## src/rtl/core/sd_spi_r1_response_receiver_macros.svh

```systemverilog
// Assertion helpers for the R1 response receiver.
`ifndef SD_SPI_R1_RESPONSE_RECEIVER_MACROS_SVH
`define SD_SPI_R1_RESPONSE_RECEIVER_MACROS_SVH

`ifndef SYNTHESIS
`define SDR1_ASSERT(lbl, clk, rstn, prop) \
  lbl: assert property (@(posedge clk) disable iff (!rstn) prop) \
    else $error("sdr1 assertion failed");
`define SDR1_ASSERT_NEXT(lbl, clk, rstn, ante, cons) \
  lbl: assert property (@(posedge clk) disable iff (!rstn) (ante) |=> (cons)) \
    else $error("sdr1 assertion failed");
`else
`define SDR1_ASSERT(lbl, clk, rstn, prop)
`define SDR1_ASSERT_NEXT(lbl, clk, rstn, ante, cons)
`endif

`endif

```

## src/rtl/core/sdr1_pkg.sv

```systemverilog
package sdr1_pkg;

  typedef struct packed {
    logic        command;
    logic [7:0]  rx_byte;
    logic [10:0] response_length;
  } sdr1_req_t;

  typedef struct packed {
    logic [2:0] status;
    logic [7:0] byte_out;
    logic [1:0] byte_kind;
    logic       last;
  } sdr1_rsp_t;

  typedef enum logic [4:0] {
    PH_IDLE   = 5'b00001,
    PH_R1     = 5'b00010,
    PH_TOKEN  = 5'b00100,
    PH_DATA   = 5'b01000,
    PH_SETTLE = 5'b10000
  } sdr1_phase_e;

  localparam logic        CMD_ARM       = 1'b0;

  localparam logic [2:0]  ST_BUSY       = 3'd0;
  localparam logic [2:0]  ST_OK         = 3'd1;
  localparam logic [2:0]  ST_TIMEOUT    = 3'd2;
  localparam logic [2:0]  ST_TOKEN      = 3'd3;
  localparam logic [2:0]  ST_NOT_IDLE   = 3'd4;

  localparam logic [1:0]  KIND_NONE     = 2'd0;
  localparam logic [1:0]  KIND_R1       = 2'd1;
  localparam logic [1:0]  KIND_DATA     = 2'd2;

  localparam logic [7:0]  TOKEN_START   = 8'hFE;
  localparam logic [7:0]  IDLE_BYTE     = 8'hFF;

  localparam logic [15:0] TIMEOUT_RESET = 16'd1000;

endpackage

```

## src/rtl/core/sd_spi_r1_response_receiver.sv

```systemverilog
// A request is registered in sdr1_in_stage, then its result is registered in sdr1_out_stage.
// One request per cycle while out_ready_i allows; each byte is one phase update in sdr1_fsm.
// With both stages full, in_ready_o follows out_ready_i combinationally.
// Reset (rst_ni low, async): not armed, response_timeout 1000, both stages empty.
`include "sd_spi_r1_response_receiver_macros.svh"

module sd_spi_r1_response_receiver import sdr1_pkg::*; #(
  parameter int MAX_LENGTH = 1024,
  parameter int IDLE_LIMIT = 20
) (
  input  logic        clk_i,
  input  logic        rst_ni,
  input  logic        cfg_we_i,
  input  logic [15:0] cfg_wdata_i,
  input  logic        in_valid_i,
  output logic        in_ready_o,
  input  sdr1_req_t   in_req_i,
  output logic        out_valid_o,
  input  logic        out_ready_i,
  output sdr1_rsp_t   out_rsp_o
);

  logic      stage_valid;
  sdr1_req_t stage_req;
  logic      out_free;
  logic      step;
  sdr1_rsp_t step_rsp;

  assign step = stage_valid && out_free;

  sdr1_in_stage u_in_stage (
    .clk_i      (clk_i),
    .rst_ni     (rst_ni),
    .in_valid_i (in_valid_i),
    .in_ready_o (in_ready_o),
    .in_req_i   (in_req_i),
    .take_i     (step),
    .valid_o    (stage_valid),
    .req_o      (stage_req)
  );

  sdr1_fsm #(
    .MAX_LENGTH (MAX_LENGTH),
    .IDLE_LIMIT (IDLE_LIMIT)
  ) u_fsm (
    .clk_i       (clk_i),
    .rst_ni      (rst_ni),
    .cfg_we_i    (cfg_we_i),
    .cfg_wdata_i (cfg_wdata_i),
    .step_i      (step),
    .req_i       (stage_req),
    .rsp_o       (step_rsp)
  );

  sdr1_out_stage u_out_stage (
    .clk_i       (clk_i),
    .rst_ni      (rst_ni),
    .load_i      (step),
    .rsp_i       (step_rsp),
    .free_o      (out_free),
    .out_valid_o (out_valid_o),
    .out_ready_i (out_ready_i),
    .out_rsp_o   (out_rsp_o)
  );

  `SDR1_ASSERT(a_last_has_status, clk_i, rst_ni,
               (out_valid_o && out_rsp_o.last) |-> (out_rsp_o.status != ST_BUSY))
  `SDR1_ASSERT(a_byte_not_final, clk_i, rst_ni,
               (out_valid_o && out_rsp_o.byte_kind != KIND_NONE) |->
               (!out_rsp_o.last && out_rsp_o.status == ST_BUSY))
  `SDR1_ASSERT_NEXT(a_accept_fills_stage, clk_i, rst_ni, in_valid_i && in_ready_o, stage_valid)
  `SDR1_ASSERT_NEXT(a_step_fills_out, clk_i, rst_ni, step, out_valid_o)

endmodule

```

## src/rtl/core/sdr1_in_stage.sv

```systemverilog
module sdr1_in_stage import sdr1_pkg::*; (
  input  logic      clk_i,
  input  logic      rst_ni,
  input  logic      in_valid_i,
  output logic      in_ready_o,
  input  sdr1_req_t in_req_i,
  input  logic      take_i,
  output logic      valid_o,
  output sdr1_req_t req_o
);

  logic      valid_q, valid_d;
  sdr1_req_t req_q;
  logic      accept;

  assign in_ready_o = !valid_q || take_i;
  assign accept     = in_valid_i && in_ready_o;

  always_comb begin
    valid_d = valid_q;
    if (accept) begin
      valid_d = 1'b1;
    end else if (take_i) begin
      valid_d = 1'b0;
    end
  end

  always_ff @(posedge clk_i or negedge rst_ni) begin
    if (!rst_ni) begin
      valid_q <= 1'b0;
    end else begin
      valid_q <= valid_d;
    end
  end

  always_ff @(posedge clk_i) begin
    if (accept) begin
      req_q <= in_req_i;
    end
  end

  assign valid_o = valid_q;
  assign req_o   = req_q;

endmodule

```

## src/rtl/core/sdr1_fsm.sv

```systemverilog
module sdr1_fsm import sdr1_pkg::*; #(
  parameter int MAX_LENGTH = 1024,
  parameter int IDLE_LIMIT = 20
) (
  input  logic        clk_i,
  input  logic        rst_ni,
  input  logic        cfg_we_i,
  input  logic [15:0] cfg_wdata_i,
  input  logic        step_i,
  input  sdr1_req_t   req_i,
  output sdr1_rsp_t   rsp_o
);

  localparam int LW = $clog2(MAX_LENGTH + 1);
  localparam int IW = $clog2(IDLE_LIMIT + 1);

  sdr1_phase_e   phase_q, phase_d;
  logic [16:0]   wait_q, wait_d;
  logic [IW-1:0] idle_q, idle_d;
  logic [LW-1:0] left_q, left_d;
  logic [LW-1:0] len_q, len_d;
  logic          wants_q, wants_d;
  logic [15:0]   timeout_q;

  logic [16:0]   wait_inc;
  logic          wait_over;
  logic [IW-1:0] idle_inc;
  logic [LW-1:0] len_sat;
  logic [LW-1:0] left_dec;
  sdr1_rsp_t     rsp;

  assign wait_inc  = wait_q + 17'd1;
  assign wait_over = wait_inc > {1'b0, timeout_q};
  assign idle_inc  = idle_q + IW'(1);
  assign len_sat   = (32'(req_i.response_length) > MAX_LENGTH) ?
                     LW'(MAX_LENGTH) : LW'(req_i.response_length);
  assign left_dec  = (left_q != '0) ? left_q - LW'(1) : left_q;

  always_comb begin
    phase_d = phase_q;
    wait_d  = wait_q;
    idle_d  = idle_q;
    left_d  = left_q;
    len_d   = len_q;
    wants_d = wants_q;
    rsp     = '{status: ST_BUSY, byte_out: 8'h00, byte_kind: KIND_NONE, last: 1'b0};

    if (req_i.command == CMD_ARM) begin
      len_d   = len_sat;
      wants_d = (len_sat != '0);
      left_d  = '0;
      wait_d  = '0;
      idle_d  = '0;
      phase_d = PH_R1;
    end else begin
      case (phase_q)
        PH_R1: begin
          if (!req_i.rx_byte[7]) begin
            if (wants_q) begin
              phase_d = PH_TOKEN;
              wait_d  = '0;
            end else begin
              phase_d = PH_SETTLE;
              idle_d  = '0;
            end
            rsp.byte_out  = req_i.rx_byte;
            rsp.byte_kind = KIND_R1;
          end else begin
            wait_d = wait_inc;
            if (wait_over) begin
              phase_d    = PH_IDLE;
              rsp.status = ST_TIMEOUT;
              rsp.last   = 1'b1;
            end
          end
        end
        PH_TOKEN: begin
          if (req_i.rx_byte == TOKEN_START) begin
            left_d = len_q - LW'(1);
            if (len_q == LW'(1)) begin
              phase_d = PH_SETTLE;
              idle_d  = '0;
            end else begin
              phase_d = PH_DATA;
            end
          end else if (req_i.rx_byte == IDLE_BYTE) begin
            wait_d = wait_inc;
            if (wait_over) begin
              phase_d    = PH_IDLE;
              rsp.status = ST_TIMEOUT;
              rsp.last   = 1'b1;
            end
          end else begin
            phase_d    = PH_IDLE;
            rsp.status = ST_TOKEN;
            rsp.last   = 1'b1;
          end
        end
        PH_DATA: begin
          left_d = left_dec;
          if (left_dec == '0) begin
            phase_d = PH_SETTLE;
            idle_d  = '0;
          end
          rsp.byte_out  = req_i.rx_byte;
          rsp.byte_kind = KIND_DATA;
        end
        PH_SETTLE: begin
          idle_d = idle_inc;
          if (req_i.rx_byte == IDLE_BYTE) begin
            phase_d    = PH_IDLE;
            rsp.status = ST_OK;
            rsp.last   = 1'b1;
          end else if (idle_inc >= IW'(IDLE_LIMIT)) begin
            phase_d    = PH_IDLE;
            rsp.status = ST_NOT_IDLE;
            rsp.last   = 1'b1;
          end
        end
        default: begin
          phase_d = PH_IDLE;
        end
      endcase
    end
  end

  always_ff @(posedge clk_i or negedge rst_ni) begin
    if (!rst_ni) begin
      phase_q   <= PH_IDLE;
      wait_q    <= '0;
      idle_q    <= '0;
      left_q    <= '0;
      len_q     <= '0;
      wants_q   <= 1'b0;
      timeout_q <= TIMEOUT_RESET;
    end else begin
      if (cfg_we_i) begin
        timeout_q <= cfg_wdata_i;
      end
      if (step_i) begin
        phase_q <= phase_d;
        wait_q  <= wait_d;
        idle_q  <= idle_d;
        left_q  <= left_d;
        len_q   <= len_d;
        wants_q <= wants_d;
      end
    end
  end

  assign rsp_o = rsp;

endmodule

```

## src/rtl/core/sdr1_out_stage.sv

```systemverilog
module sdr1_out_stage import sdr1_pkg::*; (
  input  logic      clk_i,
  input  logic      rst_ni,
  input  logic      load_i,
  input  sdr1_rsp_t rsp_i,
  output logic      free_o,
  output logic      out_valid_o,
  input  logic      out_ready_i,
  output sdr1_rsp_t out_rsp_o
);

  logic      valid_q, valid_d;
  sdr1_rsp_t rsp_q;

  assign free_o = !valid_q || out_ready_i;

  always_comb begin
    valid_d = valid_q;
    if (load_i) begin
      valid_d = 1'b1;
    end else if (out_ready_i) begin
      valid_d = 1'b0;
    end
  end

  always_ff @(posedge clk_i or negedge rst_ni) begin
    if (!rst_ni) begin
      valid_q <= 1'b0;
    end else begin
      valid_q <= valid_d;
    end
  end

  always_ff @(posedge clk_i) begin
    if (load_i) begin
      rsp_q <= rsp_i;
    end
  end

  assign out_valid_o = valid_q;
  assign out_rsp_o   = rsp_q;

endmodule
```

## config.mk

```make
export PLATFORM = sky130hd
export DESIGN_NAME = sd_spi_r1_response_receiver
export DESIGN_NICKNAME = d
export VERILOG_FILES = /design/src/rtl/core/sdr1_pkg.sv /design/src/rtl/core/sd_spi_r1_response_receiver.sv /design/src/rtl/core/sdr1_in_stage.sv /design/src/rtl/core/sdr1_fsm.sv /design/src/rtl/core/sdr1_out_stage.sv
export VERILOG_INCLUDE_DIRS = /design/src /design/src/rtl/core
export SDC_FILE = /design/constraint.sdc
export NUM_CORES = 1
export LEC_CHECK = 0
export ABC_AREA = 1
export BUFFER_PORTS_ARGS = -buffer_cell sky130_fd_sc_hd__buf_2
export CAP_MARGIN = 20
export CELL_PAD_IN_SITES_DETAIL_PLACEMENT = 1
export CELL_PAD_IN_SITES_GLOBAL_PLACEMENT = 2
export CORE_AREA = 2 2 128 130
export DETAILED_ROUTE_END_ITERATION = 10
export DIE_AREA = 0 0 130 132
export GPL_TIMING_DRIVEN = 1
export HOLD_SLACK_MARGIN = 0.05
export PLACE_DENSITY_LB_ADDON = 0.1
export SLEW_MARGIN = 10
export SYNTH_ARGS = -nofsm -noshare
export SYNTH_HDL_FRONTEND = slang
export SYNTH_SLANG_ARGS = --single-unit
```

## constraint.sdc

```tcl
create_clock -name clk_i -period 3.5 [get_ports clk_i]
set_input_delay 0.7 -clock clk_i [delete_from_list [all_inputs] [get_ports clk_i]]
set_output_delay 0.7 -clock clk_i [all_outputs]
set_load 0.05 [all_outputs]
```

### Word-level counts from Yosys, hierarchy flattened

Index checks and enable logic that the tools add are counted.

* bits in registers: 102
* bits of input ports: 41

* add/sub/neg operators: 4
* $lt $le $gt $ge: 3
* equality and inequality tests: 19
* mux-type cells: 49
* bitwise operators: 1
* reduce and logical (&&, ||, !) cells: 16

Operators with widths (count)
* 17-bit 2-to-1 mux: 5
* 5-bit 2-to-1 mux: 16
* 11-bit 2-to-1 mux: 4
* 5-bit one-hot mux with 4 select lines: 2
* 17-bit one-hot mux with 2 select lines: 1
* 11-bit one-hot mux with 2 select lines: 1
* 11-bit nonzero test: 2
* 11-bit by 1-bit subtractor with 11-bit output (second input constant): 2
* 10-bit one-hot mux with 2 select lines: 1
* 17-bit by 1-bit adder with 17-bit output (second input constant): 1
* 17-bit by 16-bit > comparator with 1-bit output: 1
* 8-bit == test (second input constant): 2
* 3-bit 2-to-1 mux: 5
* 3-bit by 2-bit != test with 1-bit output (second input constant): 4
* 11-bit by 1-bit == test with 1-bit output (second input constant): 1
* 11-bit > comparator (second input constant): 1
* 11-bit logical NOT: 1
* 1-bit 2-to-1 mux: 10
* 9-bit 2-to-1 mux: 1
* 3-bit != test (second input constant): 3
* 3-bit one-hot mux with 3 select lines: 1
* 7-bit AND reduction: 1
* 3-bit by 1-bit != test with 1-bit output (second input constant): 2
* 3-bit AND reduction: 2
* other kinds (18): 22

### Depth between registers and ports, before layout

* depth in word-level cells: 7
* depth in mapped cells: 24

### Cells and area by module

Synthesis repeated with hierarchy kept, for this count alone.

* cells, all modules: 678
* area total of the unflattened synthesis: 5619.1 um^2

By module, submodules not included
* sdr1_fsm: times used 1, cells each 631, area each 4500.6 um^2, seq. area each 1660.3 um^2
* sdr1_in_stage: times used 1, cells each 26, area each 645.6 um^2, seq. area each 625.6 um^2
* sdr1_out_stage: times used 1, cells each 19, area each 465.4 um^2, seq. area each 445.4 um^2
* sd_spi_r1_response_receiver: times used 1, cells each 2, area each 7.5 um^2, seq. area each 0.0 um^2

### Least setup slack after synthesis

OpenSTA, ideal clock, no wires.

* kind: register to register
* start: register u_fsm.wait_q[0]
* end: register u_out_stage.rsp_q (netlist bit u_out_stage.out_rsp_o[0]) (data pin)
* setup time: 261 ps
* data arrival time: 2425 ps
* required time: 3239 ps
* setup slack: 815 ps
* stages on the path, launching flop included: 21
* buffers on the path: 0
* period minus slack after synthesis: 2685 ps
* cells stage by stage: dfrtp_1 ha_1 nand3_2 nor3_2 nand2_2 nor2_1 inv_1 nor2_1 xor2_1 ha_1 a21oi_1 o21a_1 nand2_1 nand2_1 nand2_1 nand2_1 nand2_1 nand2_2 nand3_2 nand2_2 o22ai_1

* word-level cells in the longest chain between the ends: 6
* elaborated cells on any way between the ends: 7

RTL lines
* from (decl): RTL line sdr1_fsm.sv:18 `logic [16:0] wait_q, wait_d;`
* from (signal assigned): RTL line sdr1_fsm.sv:142 `wait_q <= wait_d;`
* 17-bit by 1-bit adder with 17-bit output *: RTL line sdr1_fsm.sv:32 `assign wait_inc = wait_q + 17'd1;`
* 17-bit by 16-bit > comparator with 1-bit output *: RTL line sdr1_fsm.sv:33 `assign wait_over = wait_inc > {1'b0, timeout_q};`
* 1-bit 2-to-1 mux *: RTL line sdr1_fsm.sv:70, sdr1_fsm.sv:88
* 1-bit 2-to-1 mux: RTL line sdr1_fsm.sv:86 `end else if (req_i.rx_byte == IDLE_BYTE) begin`
* 1-bit 2-to-1 mux: RTL line sdr1_fsm.sv:78 `if (req_i.rx_byte == TOKEN_START) begin`
* 1-bit one-hot mux with 3 select lines *: RTL line sdr1_fsm.sv:56 `case (phase_q)`
* to (signal assigned): RTL line sdr1_out_stage.sv:36 `rsp_q <= rsp_i;`
* to (decl): RTL line sdr1_out_stage.sv:13 `sdr1_rsp_t rsp_q;`

Mark *: on every way between the ends. The rest lies on a longest branch, timed or not.
A chain may end at the register's enable or synchronous reset.

### Final worst setup path

Same ends and word-level chain as after synthesis.

==> summary.txt <==
Outcome
  • Status: complete, no violations

Worst setup path
  • Most Frequent Cell on Critical Path: nand2_1
  • Setup CP Type: flop to flop
  • Critical path peak fanout: 6
  • CP peak stage delay: 0.43 ns
  • Worst-case reg-to-reg path depth: 20
  • CP arrival: 3.27 ns
  • Delay-heaviest family, CP: simple AND/OR/NAND/NOR gates
  • Startpoint Class: flop
  • Worst-path cell chain: ha_1, nand3_2, nor3_2, nand2_2, nor2_1, inv_1, nor2_1, xor2_1, ha_1, a21oi_1, o21a_1, nand2_1, nand2_1, nand2_1, nand2_1, nand2_1, nand2_2, nand3_2, nand2_2, o22ai_1
  • RR Startpoint: u_fsm.wait_q[0]$_DFFE_PN0P_
  • R2r endpoint: u_out_stage.out_rsp_o[0]$_SDFFCE_PN0P_
  • Worst Path Buf+Inv: 1
  • Slowest stage cell, crit path: dfrtp_1
  • Required @ worst endpoint: 3.59 ns
  • Critical Path Sink Type: flop
  • Reg-to-reg setup timing slack: 0.32 ns

Logic synthesis
  • Syn Area/Cell: 8.72 µm²
  • Synth area leader: dfrtp_1
  • Most used DFF post-synth: dfrtp_1
  • Synthesized Nets: 702
  • Fraction of registers with async set/reset: 66.7%
  • Synthesized area: 0.00557 mm²
  • Total number of yosys warnings: 0
  • Synth top area cells: dfrtp_1 27%, edfxtp_1 18%, nand2_1 8.6%
  • Mapped Cells: 639
  • Yosys reg bits: 102
  • Post-synth EDFFs: 34
  • Yosys top cell area share: 27.4%
  • Cell variety after synth: 49
  • Post-synthesis sequential area ratio: 49.0%

Die
  • Initial Utilization: 35.5%
  • Die H: 132 µm
  • FP Rows: 46
  • Die W: 130 µm
  • Num ports: 57
  • CORE AREA: 0.0157 mm²
  • Die area: 0.0172 mm²

Min path
  • Hold Crit Start: u_fsm.phase_q[0]$_DFFE_PN1P_
  • Type of the worst min-delay path: flop to flop
  • Hold path cells: 2
  • Hold endpoint: u_fsm.phase_q[0]$_DFFE_PN1P_

Routing
  • Via count: 4371
  • DR vias/cell: 4.74
  • Final ANT Viol Nets: 0
  • Wirelength, routed: 13800 µm
  • Drc violations: 0
  • Routed wire per std cell: 14.9 µm
  • DRT Pass-1 Iters: 4
  • 1st-iter DRT viols: 158

CTS
  • CTS tree: done
  • Post-CTS Setup Bufs: 0
  • Root buf cell: clkbuf_16
  • CTS H-tree depth: 3
  • CTS buffer count: 9
  • Hold-fix buffers, CTS: 0
  • Clk buf depth: 2
  • Clk_lat worst skew: 0.36 ns
  • # resized after CTS: 0
  • Clock slew at reported path FFs: 0.07 ns
  • Clock Sinks: 102

Global route
  • Largest net degree at the start of global routing: 69
  • GR Overflow Total: 0
  • First-pass GRT wire length: 23800 µm
  • Vias in the first global route: 4776
  • All-Layer GR Usage: 17.6%
  • Antenna violations before repair: 2

Cells and area
  • Share of layout cells above drive strength 1: 18.4%
  • Final core utilization: 40.7%
  • Area Overhead vs Synth: 14.8%
  • Most frequent cells in the layout: 127 x nand2_1, 108 x inv_1, 61 x dfrtp_1, 56 x buf_2, 50 x nor2_1
  • Storage element area: 0.00273 mm²
  • Final #Nets: 763
  • Multi-input logic area: 0.00234 mm²
  • Final Instance Area: 0.00640 mm²
  • Filler cell count: 1883
  • Commonest non-fill, non-tap cell in the layout: nand2_1

Timing
  • Fin Clk Skew: 0.00910 ns
  • Slew at the pin with the worst max-slew slack: 0.882 ns
  • Worst rel slew slack: 41.2%
  • Period utilisation layout: 90.8%
  • Slew Limit Fails: 0
  • Fin. Hold Viols: 0
  • Unrepaired setup endpoints after global routing: false
  • Max Freq: 0.315 GHz
  • Crit path time final: 3.18 ns
  • Endpoints failing setup: 0
  • Setup_tns: 0 ns

Pwr
  • Pwr Total: 3.71 mW
  • Lkg Pwr: 3.03 nW
  • Cell area power density: 580 mW/mm²
  • Worst vdd ir: 0.000239 V

Placement
  • GP Congestion: 0.824
  • Placed cell area: 0.00609 mm²
  • Hpwl dp: 10700 µm
  • # port buffers: 56

Job
  • Max cap viols: 0
==> synth_stat cells (2+ instances only) <==
cell      number
nor3_1         9
xor2_1        14
nand2_1      127
nand3_2        3
o22ai_1       21
nor2_4         2
inv_2          6
nor4_1         2
dfstp_2        7
nand2_2        6
nor3_2         2
o211ai_1       2
nor2_1        51
nor2_2         3
edfxtp_1      34
buf_2          3
buf_6          2
dfrtp_1       61
o21ai_0       46
nand2_4        3
inv_1        108
nand4_1       11
o22ai_2        4
ha_1          22
clkbuf_1       6
or2_2          3
o21ai_1        2
nand3_1       36
o311ai_0       2
a21oi_1       19
o21ai_2        4
==> per-layer routing <==
layer	vias up	wire length [µm]	GRT usage (%)
met5	-	7	0
met4	2	193	5.38
met3	16	540	4.10
met2	43	6420	28.3
met1	2093	6620	23.4
li1	2217	-	-
==> logic make-up after synthesis <==
logic type	Yosys count	share of synthesized area, %
buf+inv	127	9.07
mux	1	0.202
flops	102	49.0
compound gates	106	11.5
simple gates	265	22.6
xor+xnor	16	2.65
fa+ha+maj	22	4.94
==> worst register-to-register path, stage by stage (launching register included) <==
cell,delay (ns)
dfrtp_1,0.43
ha_1,0.24
nand3_2,0.11
nor3_2,0.22
nand2_2,0.14
nor2_1,0.13
inv_1,0.09
nor2_1,0.16
xor2_1,0.22
ha_1,0.28
a21oi_1,0.16
o21a_1,0.15
nand2_1,0.05
nand2_1,0.05
nand2_1,0.04
nand2_1,0.05
nand2_1,0.06
nand2_2,0.10
nand3_2,0.08
nand2_2,0.08
o22ai_1,0.07
==> worst max-delay path by stage <==
stage                                             end  cells after the start                   startpoint
5_1_grt        u_out_stage.out_rsp_o[0]$_SDFFCE_PN0P_                     19  u_fsm.wait_q[0]$_DFFE_PN0P_
4_1_cts        u_out_stage.out_rsp_o[0]$_SDFFCE_PN0P_                     20  u_fsm.wait_q[0]$_DFFE_PN0P_
3_5_place_dp   u_out_stage.out_rsp_o[0]$_SDFFCE_PN0P_                     19  u_fsm.wait_q[0]$_DFFE_PN0P_
3_3_place_gp   u_out_stage.out_rsp_o[0]$_SDFFCE_PN0P_                     19  u_fsm.wait_q[0]$_DFFE_PN0P_
2_1_floorplan  u_out_stage.out_rsp_o[0]$_SDFFCE_PN0P_                     20  u_fsm.wait_q[0]$_DFFE_PN0P_
6_report       u_out_stage.out_rsp_o[0]$_SDFFCE_PN0P_                     20  u_fsm.wait_q[0]$_DFFE_PN0P_
==> through the flow <==
step,cells,hold WS (ns),worst slack (ns)
floorplan,639,0.404,0.815
global placement,905,0.479,0.493
detailed placement,905,0.484,0.362
CTS,921,0.497,0.306
global route,922,0.498,0.0289
finish,923,0.493,0.323
==> registers in the layout, indices dropped and copies added, names as in the netlist, 5 cells and up <==
register               flops
u_in_stage.req_o          20
u_fsm.wait_q              17
u_fsm.timeout_q           16
u_out_stage.out_rsp_o     14
u_fsm.left_q              11
u_fsm.len_q               11
u_fsm.idle_q               5
u_fsm.phase_q              5
==> layout make-up <==
type                       instances  share of cell area (%)
antenna                            2                  0.0782
clock inverter                     7                    1.13
clock buffer                       9                    3.52
tap                              216                    4.22
inverter                         115                    6.75
multi-input combinational        410                    36.5
timing repair buffer              62                    5.09
sequential                       102                    42.7
==> report_power, final <==
| group | leakage, nW | internal (mW) | switching (mW) |
|---|---|---|---|
| clock | 0.142 | 0.557 | 0.474 |
| sequential | 1.21 | 1.41 | 0.105 |
| combinational | 1.69 | 0.357 | 0.806 |
(Power assumes the default switching activity.)
